--- src/hdl/q2e_pkg.sv ---
package q2e_pkg;

   // product of two Q2.30 values cut to Q.30
   localparam int PROD_W = 34;
   // atan2 operands of roll and yaw
   localparam int T_W = 37;
   // clamped asin argument
   localparam int T2_W = 32;
   // radicand of the square root, Q.60
   localparam int SQ_W = 62;
   localparam int SQRT_STEPS = SQ_W / 2;
   localparam int ROOT_W = SQRT_STEPS;
   localparam int REM_W = ROOT_W + 2;
   // CORDIC vector and angle accumulator (degrees * 65536)
   localparam int CX_W = 40;
   localparam int ACC_W = 26;
   localparam int MAX_STEPS = 30;
   localparam int CORDIC_STEPS_DEF = 16;
   localparam int OUT_W = 17;
   localparam int PITCH_W = 16;

   localparam logic signed [ACC_W-1:0] DEG90_ACC = ACC_W'(90 * 65536);
   localparam logic signed [OUT_W-1:0] ROLL_LIM = OUT_W'(46080);
   localparam logic signed [OUT_W-1:0] PITCH_LIM = OUT_W'(23040);
   localparam logic [SQ_W-1:0] ONE_Q60 = SQ_W'(1) << 60;
   localparam logic signed [T_W-1:0] ONE_Q30 = T_W'(1) << 30;

   typedef struct packed {
      logic signed [T_W-1:0]  t0;
      logic signed [T_W-1:0]  t1;
      logic signed [T_W-1:0]  t3;
      logic signed [T_W-1:0]  t4;
      logic signed [T2_W-1:0] t2;
   } aux_type;

   typedef struct packed {
      logic              valid;
      aux_type           aux;
      logic [SQ_W-1:0]   rad;
      logic [REM_W-1:0]  rem;
      logic [ROOT_W-1:0] root;
   } sqrt_lane_type;

   typedef struct packed {
      logic                    zero;
      logic signed [CX_W-1:0]  x;
      logic signed [CX_W-1:0]  y;
      logic signed [ACC_W-1:0] acc;
   } chan_type;

   typedef struct packed {
      logic     valid;
      chan_type roll;
      chan_type pitch;
      chan_type yaw;
   } cordic_lane_type;

   // atan(2^-i) in degrees * 65536
   function automatic logic signed [ACC_W-1:0] atan_angle(input int i);
      logic signed [ACC_W-1:0] a;
      unique case (i)
         0:  a = ACC_W'(2949120);
         1:  a = ACC_W'(1740967);
         2:  a = ACC_W'(919879);
         3:  a = ACC_W'(466945);
         4:  a = ACC_W'(234379);
         5:  a = ACC_W'(117304);
         6:  a = ACC_W'(58666);
         7:  a = ACC_W'(29335);
         8:  a = ACC_W'(14668);
         9:  a = ACC_W'(7334);
         10: a = ACC_W'(3667);
         11: a = ACC_W'(1833);
         12: a = ACC_W'(917);
         13: a = ACC_W'(458);
         14: a = ACC_W'(229);
         15: a = ACC_W'(115);
         16: a = ACC_W'(57);
         17: a = ACC_W'(29);
         18: a = ACC_W'(14);
         19: a = ACC_W'(7);
         20: a = ACC_W'(4);
         21: a = ACC_W'(2);
         22: a = ACC_W'(1);
         default: a = '0;
      endcase
      return a;
   endfunction

endpackage

--- src/hdl/q2e_cordic_cell.sv ---
module q2e_cordic_cell #(
   parameter int STEP = 0
) (
   input  logic                     clock,
   input  logic                     reset,
   input  logic                     en,
   input  q2e_pkg::cordic_lane_type lane_i,
   output q2e_pkg::cordic_lane_type lane_o
);

   localparam logic signed [q2e_pkg::ACC_W-1:0] ANGLE = q2e_pkg::atan_angle(STEP);

   q2e_pkg::cordic_lane_type lane_ff, lane_in;

   // one vectoring micro-rotation toward the x axis
   function automatic q2e_pkg::chan_type rotate(input q2e_pkg::chan_type c);
      q2e_pkg::chan_type o;
      logic signed [q2e_pkg::CX_W-1:0] dx, dy;
      o = c;
      dx = c.y >>> STEP;
      dy = c.x >>> STEP;
      if (!c.y[q2e_pkg::CX_W-1]) begin
         o.x = c.x + dx;
         o.y = c.y - dy;
         o.acc = c.acc + ANGLE;
      end else begin
         o.x = c.x - dx;
         o.y = c.y + dy;
         o.acc = c.acc - ANGLE;
      end
      return o;
   endfunction

   always_comb begin
      lane_in.valid = lane_i.valid;
      lane_in.roll = rotate(lane_i.roll);
      lane_in.pitch = rotate(lane_i.pitch);
      lane_in.yaw = rotate(lane_i.yaw);
   end

   always_ff @(posedge clock) begin
      if (reset) begin
         lane_ff.valid <= 1'b0;
      end else if (en) begin
         lane_ff <= lane_in;
      end
   end

   assign lane_o = lane_ff;

endmodule

--- config.mk ---
export PLATFORM = sky130hd
export DESIGN_NAME = q2e_cordic_cell
export DESIGN_NICKNAME = d
export VERILOG_FILES = /design/src/hdl/q2e_pkg.sv /design/src/hdl/q2e_cordic_cell.sv
export SDC_FILE = /design/constraint.sdc
export NUM_CORES = 1
export LEC_CHECK = 0
export ABC_CLOCK_PERIOD_IN_PS = 18750
export BUFFER_PORTS_ARGS = -buffer_cell sky130_fd_sc_hd__buf_4
export CAP_MARGIN = 20
export CORE_AREA = 3 3 249 251
export DETAILED_ROUTE_END_ITERATION = 7
export DIE_AREA = 0 0 252 254
export MAX_ROUTING_LAYER = met4
export PLACE_DENSITY = 0.78
export SYNTH_ARGS = -nofsm -noshare
export SYNTH_HDL_FRONTEND = slang
export SYNTH_SLANG_ARGS = --single-unit
--- constraint.sdc ---
create_clock -name clock -period 18.75 [get_ports clock]
set_clock_uncertainty 0.05 [all_clocks]
set_input_delay 0.9375 -clock clock [delete_from_list [all_inputs] [get_ports clock]]
set_output_delay 0.9375 -clock clock [all_outputs]
set_load 0.05 [all_outputs]
==> flow_summary.json <==
{
  "syn_avg_cell_area_um2": 8.49,
  "post_cts_buffers": 0,
  "antenna_found_initial": 24,
  "nFillCells": 5188,
  "cts_tree": "yes",
  "drt_iter0_drc": 3758,
  "regArea_mm2": 0.00957,
  "period_minus_slack_ns": 4.40,
  "overflow": 0,
  "post_cts_resized": 0,
  "power_density_mw_per_mm2": 77.7,
  "grt_pass1_wl_um": 189000,
  "layout.nets": 5119,
  "required_ns": 19.02,
  "drt-total-wl_um": 130000,
  "yosysWarnings": 0,
  "cp_cell_sequence": "buf_4 > inv_1 > ha_1 > nor2b_1 > a211oi_1 > o211ai_1 > o211ai_1 > nand4bb_1 > a221oi_1 > a21oi_1 > a31oi_1 > mux2i_1 > xnor2_1",
  "async_flop_share_pct": 0,
  "largest_reg_flops": 319,
  "yosysTopAreaCell": "edfxtp_1",
  "cp.arrival_ns": 4.67,
  "r2r-start": "lane_o[321]",
  "layout-area-overhead-vs-synth_pct": 20.3,
  "finalCritPeriodShare_pct": 23.5,
  "htree_levels": 2,
  "fp-row-count": 90,
  "port_buffers": 646,
  "synth_top_cells_by_area": "edfxtp_1 (29%), ha_1 (16%), a21oi_1 (8.0%)",
  "r2r_slack_ns": 18.09,
  "hold_end": "lane_o[222]",
  "placed_cells": 5109,
  "status": "finished, final reports clean",
  "holdCritStartpoint": "lane_i[222]",
  "drive_gt1_share_pct": 17.5,
  "holdBufCountCts": 0,
  "synth_cell_type_count": 95,
  "synth_flop_cell": "edfxtp_1",
  "cp_common_cell": "o211ai_1",
  "ant_nets": 0,
  "routed_via_density": 6.24,
  "grt_pass1_vias": 30500,
  "synth_edf_count": 318,
  "worst_slew_pin_slew_ns": 1.11,
  "die_x_um": 252,
  "end_kind": "register",
  "hold_viol": 0,
  "vias": 32500,
  "core_area_mm2": 0.0601,
  "rsz0062_at_grt": "no",
  "cts_num_sinks": 319,
  "timing_worst_setup_path_type": "in2reg",
  "layout.cells.non_filler": 5204,
  "start_kind": "primary input",
  "slew_violations": 0,
  "place.detailed.hpwl_um": 105000,
  "place_congestion": 1.08,
  "ir_worst_vdd_mv": 0.0939,
  "io_pins": 647,
  "ys_ff_latch": 319,
  "final_area_mm2": 0.0392,
  "clock.fmax_mhz": 227,
  "start_util_pct": 54.1,
  "drc": 0,
  "whs_path_depth": 1,
  "multi_input_area_mm2": 0.0209,
  "synth_commonest_cells": "a21oi_1 (523), ha_1 (414), inv_1 (381), edfxtp_1 (318), nor2_1 (303)",
  "post-route-util_pct": 65.1,
  "hold_class": "in2reg",
  "reg2reg_depth": 2,
  "cts_buffer_depth": 3,
  "numCtsBuffers": 39,
  "max-slew-margin-rel_pct": 25.8,
  "insertion_delay_ns": 0.58,
  "ys_seq_area_share_pct": 29.4,
  "setup_viol": 0,
  "worst-path-buf-inv": 2,
  "synthCells": 3833,
  "die-area_mm2": 0.0640,
  "synth_top_area_share_pct": 29.3,
  "postPlaceCellArea_mm2": 0.0378,
  "setup_tns_ns": 0,
  "track_usage_pct": 39.6,
  "syn_nets": 4584,
  "cts_root_buf": "clkbuf_16",
  "die_y_um": 254,
  "grt_max_degree": 95,
  "timing.critical_path.slowest_cell_delay_ns": 0.68,
  "power_leakage_nw": 17.6,
  "drv_cap": 0,
  "critPathTopFamily": "compound AO/OA/AOI/OAI gates",
  "slowest_stage": "ha_1",
  "netlist_area_mm2": 0.0326,
  "path_clk_slew_ns": 0.06,
  "yosys.cell_count.top_type": "a21oi_1",
  "routedWlPerCell_um": 25.0,
  "crit_fanout": 18,
  "timing.rr.end": "lane_o[321]",
  "drtPass1Iterations": 6
}
[stage by stage]
stage	hold WS, ns	setup slack (ns)	total power (W)
2_1_floorplan	0.683	2.67	0.00182
3_3_place_gp	0.425	13.94	0.00224
3_5_place_dp	0.473	13.94	0.00224
4_1_cts	0.452	14.53	0.00302
5_1_grt	0.457	14.03	0.00315
6_report	0.477	14.35	0.00304
[cell usage in the layout, fill, tap and decap left out, drive strengths merged, types with 39 or more instances in the layout]
cell / netlist / final
a21o: 117 / 117
a21oi: 524 / 524
buf: 61 / 657
clkbuf: 102 / 43
edfxtp: 318 / 318
ha: 414 / 414
inv: 389 / 393
mux2i: 72 / 72
nand2: 185 / 185
nand3: 48 / 48
nand4: 53 / 53
nor2: 303 / 303
nor2b: 40 / 40
nor3: 74 / 74
o21ai: 285 / 285
o21bai: 112 / 112
xnor2: 215 / 215
xor2: 39 / 39
[worst max path at each step]
stage / startpoint / endpoint / slack, ns / cells past startpoint
3_3_place_gp: lane_i[29] / lane_o[103] / 13.94 / 13
6_report: lane_i[34] / lane_o[102] / 14.35 / 13
3_5_place_dp: lane_i[29] / lane_o[103] / 13.94 / 13
2_1_floorplan: reset / lane_o[0] / 2.67 / 1
4_1_cts: lane_i[29] / lane_o[103] / 14.53 / 13
5_1_grt: lane_i[34] / lane_o[102] / 14.03 / 13
[per-layer routing]
layer / global-route usage [%] / vias up / part of all wire [%]
met5: - / - / 0
met4: 18.5 / 0 / 5.2
met3: 8.01 / 325 / 10
met2: 61.5 / 1909 / 45
met1: 50.0 / 15400 / 40
li1: - / 14900 / -
[logic make-up after synthesis]
family,count (synthesis),synth area share (%)
DFF,319,29.4
AOI/OAI and AO/OA,1349,25.8
and+or+nand+nor,855,12.5
adders and majority gates,426,16.7
buffers and inverters,558,6.58
muxes,72,2.21
xor gates and xnor gates,254,6.83
[layout make-up]
type / count / area share [%]
tap: 782 / 2.50
timing repair buffer: 657 / 12.6
multi-input combinational: 2956 / 53.2
sequential: 319 / 24.4
antenna: 25 / 0.160
clock buffer: 43 / 2.53
inverter: 395 / 3.79
clock inverter: 27 / 0.757
[power by group]
part | internal [W] | leakage [nW] | switching (W) | total (W)
Sequential | 0.000901 | 2.99 | 0.0000306 | 0.000931
Clock | 0.000443 | 0.624 | 0.000333 | 0.000776
Combinational | 0.000429 | 14.0 | 0.000905 | 0.00133
(Power assumes the default switching activity.)
