## src/hdl/q2e_pkg.sv

```systemverilog
package q2e_pkg;

   // product of two Q2.30 values cut to Q.30
   localparam int PROD_W = 34;
   // atan2 operands of roll and yaw
   localparam int T_W = 37;
   // clamped asin argument
   localparam int T2_W = 32;
   // radicand of the square root, Q.60
   localparam int SQ_W = 62;
   localparam int SQRT_STEPS = SQ_W / 2;
   localparam int ROOT_W = SQRT_STEPS;
   localparam int REM_W = ROOT_W + 2;
   // CORDIC vector and angle accumulator (degrees * 65536)
   localparam int CX_W = 40;
   localparam int ACC_W = 26;
   localparam int MAX_STEPS = 30;
   localparam int CORDIC_STEPS_DEF = 16;
   localparam int OUT_W = 17;
   localparam int PITCH_W = 16;

   localparam logic signed [ACC_W-1:0] DEG90_ACC = ACC_W'(90 * 65536);
   localparam logic signed [OUT_W-1:0] ROLL_LIM = OUT_W'(46080);
   localparam logic signed [OUT_W-1:0] PITCH_LIM = OUT_W'(23040);
   localparam logic [SQ_W-1:0] ONE_Q60 = SQ_W'(1) << 60;
   localparam logic signed [T_W-1:0] ONE_Q30 = T_W'(1) << 30;

   typedef struct packed {
      logic signed [T_W-1:0]  t0;
      logic signed [T_W-1:0]  t1;
      logic signed [T_W-1:0]  t3;
      logic signed [T_W-1:0]  t4;
      logic signed [T2_W-1:0] t2;
   } aux_type;

   typedef struct packed {
      logic              valid;
      aux_type           aux;
      logic [SQ_W-1:0]   rad;
      logic [REM_W-1:0]  rem;
      logic [ROOT_W-1:0] root;
   } sqrt_lane_type;

   typedef struct packed {
      logic                    zero;
      logic signed [CX_W-1:0]  x;
      logic signed [CX_W-1:0]  y;
      logic signed [ACC_W-1:0] acc;
   } chan_type;

   typedef struct packed {
      logic     valid;
      chan_type roll;
      chan_type pitch;
      chan_type yaw;
   } cordic_lane_type;

   // atan(2^-i) in degrees * 65536
   function automatic logic signed [ACC_W-1:0] atan_angle(input int i);
      logic signed [ACC_W-1:0] a;
      unique case (i)
         0:  a = ACC_W'(2949120);
         1:  a = ACC_W'(1740967);
         2:  a = ACC_W'(919879);
         3:  a = ACC_W'(466945);
         4:  a = ACC_W'(234379);
         5:  a = ACC_W'(117304);
         6:  a = ACC_W'(58666);
         7:  a = ACC_W'(29335);
         8:  a = ACC_W'(14668);
         9:  a = ACC_W'(7334);
         10: a = ACC_W'(3667);
         11: a = ACC_W'(1833);
         12: a = ACC_W'(917);
         13: a = ACC_W'(458);
         14: a = ACC_W'(229);
         15: a = ACC_W'(115);
         16: a = ACC_W'(57);
         17: a = ACC_W'(29);
         18: a = ACC_W'(14);
         19: a = ACC_W'(7);
         20: a = ACC_W'(4);
         21: a = ACC_W'(2);
         22: a = ACC_W'(1);
         default: a = '0;
      endcase
      return a;
   endfunction

endpackage

```

## src/hdl/q2e_sqrt_cell.sv

```systemverilog
module q2e_sqrt_cell (
   input  logic                   clock,
   input  logic                   reset,
   input  logic                   en,
   input  q2e_pkg::sqrt_lane_type lane_i,
   output q2e_pkg::sqrt_lane_type lane_o
);

   q2e_pkg::sqrt_lane_type lane_ff, lane_in;
   logic [q2e_pkg::REM_W+1:0] r, trial;

   // take the next two radicand bits and settle one root bit
   always_comb begin
      r = {lane_i.rem, lane_i.rad[q2e_pkg::SQ_W-1 -: 2]};
      trial = {2'b00, lane_i.root, 2'b01};
      lane_in = lane_i;
      lane_in.rad = lane_i.rad << 2;
      if (r >= trial) begin
         lane_in.rem = q2e_pkg::REM_W'(r - trial);
         lane_in.root = {lane_i.root[q2e_pkg::ROOT_W-2:0], 1'b1};
      end else begin
         lane_in.rem = r[q2e_pkg::REM_W-1:0];
         lane_in.root = {lane_i.root[q2e_pkg::ROOT_W-2:0], 1'b0};
      end
   end

   always_ff @(posedge clock) begin
      if (reset) begin
         lane_ff.valid <= 1'b0;
      end else if (en) begin
         lane_ff <= lane_in;
      end
   end

   assign lane_o = lane_ff;

endmodule

```

## config.mk

```make
export PLATFORM = sky130hd
export DESIGN_NAME = q2e_sqrt_cell
export DESIGN_NICKNAME = d
export VERILOG_FILES = /design/src/hdl/q2e_pkg.sv /design/src/hdl/q2e_sqrt_cell.sv
export SDC_FILE = /design/constraint.sdc
export NUM_CORES = 1
export LEC_CHECK = 0
export ABC_AREA = 1
export BUFFER_PORTS_ARGS = -buffer_cell sky130_fd_sc_hd__clkbuf_2
export CAP_MARGIN = 20
export CORE_AREA = 2 2 240 242
export CTS_BUF_LIST = sky130_fd_sc_hd__clkbuf_4 sky130_fd_sc_hd__clkbuf_8
export DETAILED_ROUTE_END_ITERATION = 12
export DIE_AREA = 0 0 242 244
export GPL_ROUTABILITY_DRIVEN = 0
export GPL_TIMING_DRIVEN = 0
export SYNTH_ARGS = -nofsm -noshare
export SYNTH_HDL_FRONTEND = slang
export SYNTH_SLANG_ARGS = --single-unit
```

## constraint.sdc

```tcl
create_clock -name clock -period 19.6 [get_ports clock]
set_clock_uncertainty 0.15 [all_clocks]
set_input_delay 1.96 -clock clock [delete_from_list [all_inputs] [get_ports clock]]
set_output_delay 1.96 -clock clock [all_outputs]
set_load 0.005 [all_outputs]
```

==> results of run 1 <==
[cells in the mapped netlist]
cell / n / area, um2
nand2_8: 1 / 20.0
or2_2: 1 / 6.26
ha_1: 33 / 413
nand2_4: 1 / 11.3
conb_1: 1 / 3.75
nand4_2: 1 / 12.5
and3_1: 1 / 6.26
nand4_1: 4 / 25.0
a211oi_1: 1 / 7.51
buf_4: 2 / 15.0
buf_2: 6 / 30.0
edfxtp_1: 304 / 9130
xor2_1: 13 / 114
and2_1: 3 / 18.8
xnor2_1: 1 / 8.76
buf_6: 2 / 22.5
nand2b_1: 1 / 6.26
o21bai_1: 1 / 7.51
inv_2: 3 / 11.3
nor2_1: 38 / 143
nand3_2: 16 / 160
nor3_1: 9 / 45.0
nand2_1: 296 / 1110
nand2_2: 1 / 6.26
nor2_4: 1 / 11.3
buf_12: 1 / 20.0
inv_1: 163 / 612
o21ai_0: 1 / 5.00
nand3_1: 58 / 290
dfxtp_1: 1 / 20.0
a21oi_1: 21 / 105
nand3b_1: 9 / 67.6
nor2_2: 5 / 31.3
[report_power, final]
part           total [mW]  switching, mW  leakage (nW)  internal [mW]
sequential          0.787         0.0142          2.86          0.773
combinational       0.222          0.134          5.01         0.0876
clock               0.682          0.293         0.651          0.388
total                1.69          0.442          8.53           1.25
[path summary, 6_finish.rpt]
| path | end | start |
|---|---|---|
| max | lane_o[54] | lane_i[14] |
| min | lane_o[306] | lane_o[306] |
| min reg2reg | lane_o[306] | lane_o[306] |
| max reg2reg | lane_o[306] | lane_o[306] |
[worst min-delay path: stages (launching register included)]
cell and delay (ps):
dfxtp_1 310, nand2_1 60, a21oi_1 50
[layer usage]
| metal | vias to the layer above | routed length, um | part of all wire |
|---|---|---|---|
| met2 | 443 | 27600 | 0.49 |
| met1 | 4796 | 19300 | 0.35 |
| met5 | - | 236 | 0.0042 |
| met3 | 122 | 6100 | 0.11 |
| li1 | 4726 | - | - |
| met4 | 40 | 2740 | 0.049 |
[kinds of logic after synthesis]
| kind of cell | count (synthesis) | synth area share |
|---|---|---|
| buffers and inverters | 177 | 0.0569 |
| DFF | 305 | 0.732 |
| AOI/OAI and AO/OA | 24 | 0.0100 |
| xor gates and xnor gates | 14 | 0.00981 |
| other | 1 | 0.000300 |
| and+or+nand+nor | 446 | 0.158 |
| adders and majority gates | 33 | 0.0330 |
[cells in the final DEF, fill, tap and decap left out, types with 3 or more instances in the layout]
cell / netlist / layout
nor3_1: 9 / 9
nand3_1: 58 / 58
nor2_1: 38 / 37
a21oi_1: 21 / 21
ha_1: 33 / 33
nand3b_1: 9 / 9
diode_2: 0 / 5
inv_1: 163 / 163
nor2_2: 5 / 5
clkbuf_4: 0 / 12
xor2_1: 13 / 13
clkinv_1: 0 / 16
clkbuf_2: 0 / 614
buf_12: 1 / 9
bufinv_16: 0 / 6
clkbuf_8: 0 / 60
edfxtp_1: 304 / 304
nand3_2: 16 / 16
buf_2: 6 / 6
clkinv_2: 0 / 11
and2_1: 3 / 3
inv_2: 3 / 3
nand2_1: 296 / 296
nand4_1: 4 / 4
[stage by stage]
stage	setup TNS [ps]	std cells	hold WS [ps]
final	0	2495	314
after global routing	0	2493	357
after CTS	0	2490	320
after detailed placement	0	2381	312
after global placement	-586100	2371	299
after floorplan	0	1001	299
[final cells by class]
class | count | area, um2
sequential | 305 | 9150
fill | 5834 | 38200
timing repair buffer | 624 | 3290
tap | 756 | 946
inverter | 166 | 623
clock inverter | 37 | 335
multi-input combinational | 519 | 2650
clock buffer | 72 | 916
antenna | 5 | 12.5
buffer | 11 | 87.6
==> flow_summary.json, run 1 <==
{
  "wl_per_cell_um": 22.4,
  "synth_area_mm2": 0.0125,
  "io-pin-count": 617,
  "min_period_over_period": 0.187,
  "cts-resized-gates": 0,
  "slowest_stage": "ha_1",
  "ff2ff_path_depth": 2,
  "placed_area_mm2": 0.0167,
  "maxCapViolCount": 0,
  "power_density_mw_per_mm2": 93.9,
  "grt_use_met1": 0.181,
  "clk_pin_slew_ps": 60,
  "hpwl_um": 46600,
  "crit_path_end_kind": "flop",
  "clk_path_buf_depth": 3,
  "setup.worst_path.start_class": "input pin",
  "post_cts_buffers": 0,
  "cp.depth": 16,
  "timing.final.ws_setup_ps": 15940,
  "grt_pass1_vias": 10200,
  "htreeDepth": 2,
  "avgSynthCellArea_um2": 12.5,
  "hold_viol_final": 0,
  "coreArea_mm2": 0.0562,
  "num-nets-final": 2029,
  "die_w_um": 242,
  "grt_pass1_wl_um": 74800,
  "vias": 10100,
  "cts_root_buf": "clkbuf_8",
  "drcViolationCount": 0,
  "yosysWarnings": 0,
  "grt_max_degree": 43,
  "grtUsageMet3": 0.0927,
  "hp-class": "flop to flop",
  "holdPathStages": 2,
  "slew_viol_final": 0,
  "arrival_ps": 3890,
  "path_buf_inv": 6,
  "status": "completed",
  "max_stage_delay_ps": 370,
  "dieArea_mm2": 0.0590,
  "grt_busiest_layer": "met2",
  "r2r_slack_ps": 18890,
  "ys_ff_latch": 305,
  "cts_tree": "done",
  "setup_viol": 0,
  "drt_wl_total_um": 56000,
  "insertion_delay_ps": 630,
  "required_ps": 19830,
  "antenna_found_initial": 29,
  "largest_reg_flops": 305,
  "clock_sinks": 305,
  "overflow": 0,
  "antenna_left": 0,
  "port_buffers": 614,
  "start_util": 0.222,
  "worstMarginPinSlew_ps": 707,
  "cpLargestDelayFamily": "simple AND/OR/NAND/NOR gates",
  "syn2layout_area_growth_pct": 44.1,
  "power_mw": 1.69,
  "first_pass_iters": 5,
  "ys_seq_area_frac": 0.732,
  "grtUsageMet2": 0.310,
  "drive_gt1_frac": 0.438,
  "criticalPathCategory": "input pin to flop",
  "worstPathMaxFanout": 10,
  "dp_slack_ps": 15310,
  "fmax_mhz": 273,
  "grt_setup_unrepaired": "false",
  "row_count": 87,
  "die_h_um": 244,
  "syn_inst": 1000,
  "stdcell_area_mm2": 0.0180,
  "grtUsageTotal": 0.181,
  "fin_util": 0.321,
  "crit_chain": "clkbuf_2, inv_1, ha_1, nand2_1, inv_1, nand2_2, inv_1, nand2_1, nand2_1, inv_1, nand3_2, nand2_4, nand2_8, buf_12, nand3_2, nand2_1",
  "power_leakage_nw": 8.53,
  "routed_via_density": 4.06,
  "drt_iter0_markers": 497,
  "yosysUniqueCellTypes": 33,
  "min_period_ps": 3660,
  "relSlewSlack": 0.527,
  "cts_made_buffers": 59,
  "cts_hold_buf": 0,
  "vdd_drop_max_v": 0.0000533
}
Power figures use the tool's default switching activity.
==> inputs of run 2 (changes only) <==
==> constraint.sdc (replaced) <==
create_clock -name clock -period 3.6 [get_ports clock]
set_clock_uncertainty 0.15 [all_clocks]
set_input_delay 0.36 -clock clock [delete_from_list [all_inputs] [get_ports clock]]
set_output_delay 0.36 -clock clock [all_outputs]
set_load 0.005 [all_outputs]
==> run 2 against run 1 <==
Against the previous run: total power rose to 5.5 times the previous value; cell count rose by 12%; cell area rose by 16%; sequential power rose to 5.5 times the previous value; global-route usage rose by 1.3 points; count of clock-buffer cells in the layout fell by 6; wire length rose by 5.8%; die area did not move; critical path type unchanged; highest routed layer unchanged.
==> flow_summary.json, run 2 (synthesis results as in run 1) <==
{
  "drcViolationCount": 0,
  "final_common_cell": "clkbuf_2",
  "crit_top_cell": "nand2_1",
  "r2r-start": "lane_o[306]",
  "grt_setup_unrepaired": "false",
  "grt_max_degree": 41,
  "slew_viol_final": 0,
  "status": "completed",
  "grt_pass1_wl_um": 82900,
  "grtUsageTotal": 0.194,
  "htreeDepth": 2,
  "insertion_delay_ps": 630,
  "routed_via_density": 4.06,
  "slowest_stage": "dlygate4sd3_1",
  "cpLargestDelayFamily": "buffers and inverters",
  "maxCapViolCount": 0,
  "fillerInstances": 5517,
  "dieArea_mm2": 0.0590,
  "power_leakage_nw": 9.74,
  "hpwl_um": 47000,
  "antenna_found_initial": 17,
  "largest_reg_flops": 305,
  "wl_per_cell_um": 21.2,
  "timing.rr.end": "lane_o[306]",
  "cts_made_buffers": 57,
  "vdd_drop_max_v": 0.000252,
  "first_pass_iters": 5,
  "hp-class": "input pin to flop",
  "die_w_um": 242,
  "drt_iter0_markers": 622,
  "crit_chain": "dlygate4sd3_1, clkbuf_2, inv_1, ha_1, nand2_1, nor2_2, nand2_1, nor2_1, nand2_1, nand3_2, nor2_4, buf_2, nand3_1, nand2_1",
  "row_count": 87,
  "hold_viol_final": 0,
  "vias": 11400,
  "power_density_mw_per_mm2": 446,
  "die_h_um": 244,
  "crit_path_end_kind": "flop",
  "criticalPathCategory": "input pin to flop",
  "cts_root_buf": "clkbuf_8",
  "grt_pass1_vias": 11700,
  "start_util": 0.222,
  "dp_slack_ps": 943,
  "cp.depth": 14,
  "post-place-cells": 2380,
  "cts_tree": "done",
  "r2r_slack_ps": 2330,
  "stdcell_count": 2795,
  "relSlewSlack": 0.404,
  "syn2layout_area_growth_pct": 67.7,
  "post_cts_buffers": 0,
  "fmax_mhz": 364,
  "worstPathMaxFanout": 10,
  "coreArea_mm2": 0.0562,
  "max_stage_delay_ps": 650,
  "port_buffers": 614,
  "layout_common_cells": "614 x clkbuf_2, 304 x dlygate4sd3_1, 304 x edfxtp_1",
  "min_period_over_period": 0.762,
  "clk_pin_slew_ps": 60,
  "holdPathStages": 3,
  "setup_viol": 0,
  "arrival_ps": 2950,
  "fin_hold_ws_ps": 142,
  "ff2ff_path_depth": 3,
  "clk_path_buf_depth": 3,
  "setup.worst_path.start_class": "input pin",
  "path_buf_inv": 4,
  "io-pin-count": 617,
  "min_period_ps": 2740,
  "endpoint": "lane_o[50]",
  "antenna_left": 0,
  "required_ps": 3810,
  "num-nets-final": 2330,
  "clock_sinks": 305,
  "drive_gt1_frac": 0.373,
  "cp-startpoint": "lane_i[13]",
  "drt_wl_total_um": 59200,
  "cts-resized-gates": 0,
  "cts_hold_buf": 304,
  "timing.final.ws_setup_ps": 855,
  "fin_util": 0.373,
  "worstMarginPinSlew_ps": 892,
  "overflow": 0
}
## run 2: cell types whose count changed in the layout (fill, tap and decap cells not counted), moves of 2 or more
cell and change:
clkinv_1 -7, diode_2 +6, dlygate4sd3_1 +304, clkbuf_4 -3, clkinv_2 +3, buf_16 -2
clkbuf_8 -3
## run 2: area by class of cell
class | count | area (um2) | area share
plain buffers | 11 | 87.6 | 0.00418
multi-input cells | 519 | 2650 | 0.126
inverters | 166 | 636 | 0.0303
clock buffers | 66 | 852 | 0.0407
clock inverters | 34 | 312 | 0.0149
well taps | 756 | 946 | 0.0451
flip-flops and latches | 305 | 9150 | 0.437
repair buffers | 927 | 6300 | 0.300
diodes | 11 | 27.5 | 0.00131
## run 2: report_power, final
group	switching (mW)	total (mW)	internal, mW
Combinational	0.825	1.51	0.689
Clock	1.59	3.54	1.94
Sequential	0.0769	4.29	4.21
Total	2.50	9.34	6.84
## run 2: how the worst min path moves through the flow
stage                start     endpoint
2_1_floorplan        reset  lane_o[306]
3_3_place_gp   lane_o[306]  lane_o[306]
3_5_place_dp   lane_o[306]  lane_o[306]
4_1_cts        lane_i[125]   lane_o[32]
5_1_grt        lane_i[125]   lane_o[32]
6_report       lane_i[125]   lane_o[32]
## run 2: per-stage QoR
step | power, mW | instance area (um2) | TNS, ps
after global routing | 9.77 | 21000 | 0
after CTS | 9.52 | 20900 | 0
after detailed placement | 5.58 | 16700 | 0
after global placement | 5.58 | 16500 | -1182990
final | 9.34 | 21000 | 0
after floorplan | 4.86 | 12500 | -556750
## run 2: per-layer routing
metal | GRT usage | wire [um] | vias to the layer above
li1 | - | - | 5333
met1 | 0.217 | 22400 | 5392
met2 | 0.334 | 29200 | 514
met3 | 0.0597 | 4420 | 112
met4 | 0.101 | 3220 | 8
met5 | 0 | 55 | -
## run 2: worst register-to-register path, cell delays in order (launching register included)
cell	delay, ps
dfxtp_1	340
nand2_1	60
a21oi_1	120
dlygate4sd3_1	550
==> inputs of run 3 (changes only) <==
--- a/config.mk
+++ b/config.mk
@@ -8,10 +8,10 @@
 export ABC_AREA = 1
 export BUFFER_PORTS_ARGS = -buffer_cell sky130_fd_sc_hd__clkbuf_2
 export CAP_MARGIN = 20
-export CORE_AREA = 2 2 240 242
+export CORE_AREA = 2 2 239 241
 export CTS_BUF_LIST = sky130_fd_sc_hd__clkbuf_4 sky130_fd_sc_hd__clkbuf_8
 export DETAILED_ROUTE_END_ITERATION = 12
-export DIE_AREA = 0 0 242 244
+export DIE_AREA = 0 0 241 243
 export GPL_ROUTABILITY_DRIVEN = 0
 export GPL_TIMING_DRIVEN = 0
 export SYNTH_ARGS = -nofsm -noshare
==> constraint.sdc (replaced) <==
create_clock -name clock -period 2.43 [get_ports clock]
set_clock_uncertainty 0.15 [all_clocks]
set_input_delay 0.243 -clock clock [delete_from_list [all_inputs] [get_ports clock]]
set_output_delay 0.243 -clock clock [all_outputs]
set_load 0.005 [all_outputs]
==> run 3 against run 2 <==
Against the previous run: critical path type unchanged; critical endpoint is now lane_o[54]; critical path depth increased by 1; wire length increased by 2.0%; die area decreased by 0.82%; count of clock-buffer cells in the layout increased by 2; combinational power increased by 54%; sequential share of layout area decreased by 0.57 points; cell count increased by 0.79%.
==> flow_summary.json, run 3 (synthesis results as in run 1) <==
{
  "grt_pass1_vias": 11700,
  "route.met2.wl_um": 29800,
  "coreArea_mm2": 0.0560,
  "clk_pin_slew_ps": 50,
  "hpwl_um": 47900,
  "start_util": 0.223,
  "p_switching_mw": 3.78,
  "antenna_found_initial": 23,
  "hold_path.startpoint": "lane_i[30]",
  "crit_chain": "dlygate4sd3_1, clkbuf_2, inv_1, ha_1, nand2_2, nor2_1, nand2_1, nor2_2, nand2_1, nand3_2, nor2_4, nand2_8, buf_12, nand3_2, nand2_1",
  "cts_tree": "done",
  "holdPathStages": 6,
  "clkPwrFrac": 0.378,
  "r2r_slack_ps": 1120,
  "r2r-start": "lane_o[306]",
  "crit_path_end_kind": "flop",
  "die_h_um": 243,
  "relSlewSlack": 0.354,
  "fin_setup_tns_ps": 0,
  "switching_share": 0.271,
  "grtUsageTotal": 0.197,
  "fin_hold_ws_ps": 108,
  "slew_viol_final": 0,
  "p_int_mw": 10.2,
  "io-pin-count": 617,
  "routed_via_density": 4.04,
  "wl_per_cell_um": 21.5,
  "dieArea_mm2": 0.0586,
  "status": "completed",
  "required_ps": 2670,
  "stdcell_area_mm2": 0.0212,
  "hold_viol_final": 0,
  "largest_reg_flops": 305,
  "power_leakage_nw": 9.81,
  "slowest_stage": "dlygate4sd3_1",
  "htreeDepth": 2,
  "cts_root_buf": "clkbuf_8",
  "worstPathMaxFanout": 10,
  "clock_sinks": 305,
  "die_w_um": 241,
  "drt_iter0_markers": 624,
  "placed_area_mm2": 0.0168,
  "row_count": 87,
  "fillerInstances": 5530,
  "num-nets-final": 2340,
  "port_buffers": 614,
  "arrival_ps": 2600,
  "antenna_left": 0,
  "power_frac_comb": 0.166,
  "worstMarginPinSlew_ps": 965,
  "overflow": 0,
  "syn2layout_area_growth_pct": 69.9,
  "max_stage_delay_ps": 550,
  "drcViolationCount": 0,
  "ff2ff_path_depth": 3,
  "vdd_drop_max_v": 0.000377,
  "drt_wl_total_um": 60400,
  "clk_path_buf_depth": 3,
  "grt_max_degree": 38,
  "setup.worst_path.start_class": "input pin",
  "power_frac_seq": 0.455,
  "wl_met1_um": 22600,
  "routed.top_layer": "met5",
  "min_to": "lane_o[63]",
  "fmax_mhz": 424,
  "criticalPathCategory": "input pin to flop",
  "vias": 11400,
  "wl_met3_um": 5220,
  "first_pass_iters": 5,
  "crit_top_cell": "nand2_1",
  "min_period_over_period": 0.971,
  "min_period_ps": 2360,
  "layout_common_cells": "614 x clkbuf_2, 306 x dlygate4sd3_1, 304 x edfxtp_1",
  "timing.rr.end": "lane_o[306]",
  "setup_viol": 0,
  "maxCapViolCount": 0,
  "final_common_cell": "clkbuf_2",
  "cts_made_buffers": 59,
  "insertion_delay_ps": 650,
  "power_mw": 13.9,
  "hp-class": "input pin to flop",
  "power_density_mw_per_mm2": 657,
  "grt_pass1_wl_um": 81600,
  "drive_gt1_frac": 0.382
}
run 3: cell types whose count changed in the layout (fill, tap and decap cells not counted), sizes merged:
cell	previous run	this run
clkinvlp	2	3
clkinv	26	31
diode	11	17
clkbuf	680	684
bufinv	5	4
dlymetal6s4s	0	1
buf	20	23
inv	167	168
dlygate4sd3	304	306
run 3: power groups by stage:
stage	clock, mW	sequential [mW]	combinational, mW
after floorplan	0	6.52	0.687
after global placement	0	6.49	1.78
after global routing	5.69	6.38	2.51
after detailed placement	0	6.45	1.84
final	5.27	6.35	2.32
after CTS	5.49	6.35	2.30
run 3: routing by layer:
metal | vias up | track usage
li1 | 5379 | -
met1 | 5387 | 0.218
met2 | 507 | 0.343
met3 | 108 | 0.0624
met4 | 10 | 0.0904
met5 | - | 0
run 3: area by class of cell:
class / instances / area (um2) / area share
clock buffer: 68 / 886 / 0.0417
timing repair buffer: 935 / 6400 / 0.302
inverter: 166 / 636 / 0.0299
multi-input combinational: 519 / 2770 / 0.131
clock inverter: 40 / 304 / 0.0143
buffer: 11 / 92.6 / 0.00436
antenna: 17 / 42.5 / 0.00200
tap: 756 / 946 / 0.0446
sequential: 305 / 9150 / 0.431
run 3: worst max-delay path by stage:
stage               startpoint    endpoint  slack, ps  depth (start not counted)
global route        lane_i[19]  lane_o[47]         -6                         12
finish              lane_i[18]  lane_o[54]         70                         15
CTS                 lane_i[16]  lane_o[49]         50                         16
global placement            en  lane_o[25]      -5110                          3
detailed placement          en  lane_o[25]       -260                          7
floorplan                   en   lane_o[0]      -2880                          2
run 3: per-stage QoR:
stage               setup WS (ps)  instances   util
floorplan                   -2880       1001      -
global placement            -5110       2371  0.296
detailed placement           -261       2381  0.300
CTS                          49.2       2795  0.376
global route                -5.72       2812  0.379
finish                       69.8       2817  0.379
run 3: what timing repair did:
| action | 4_1_cts | 5_1_grt |
|---|---|---|
| hold endpoints to repair | 323 | 1 |
| setup endpoints to repair | 0 | 31 |
| hold buffers | 306 | 1 |
| buffers inserted | 0 | 4 |
| resized for setup | 0 | 26 |
run 3: critical path: cells and delay by family:
family / cells / cell delay [ps]
buf+inv: 4 / 950
simple gates: 10 / 1030
fa+ha+maj: 1 / 360
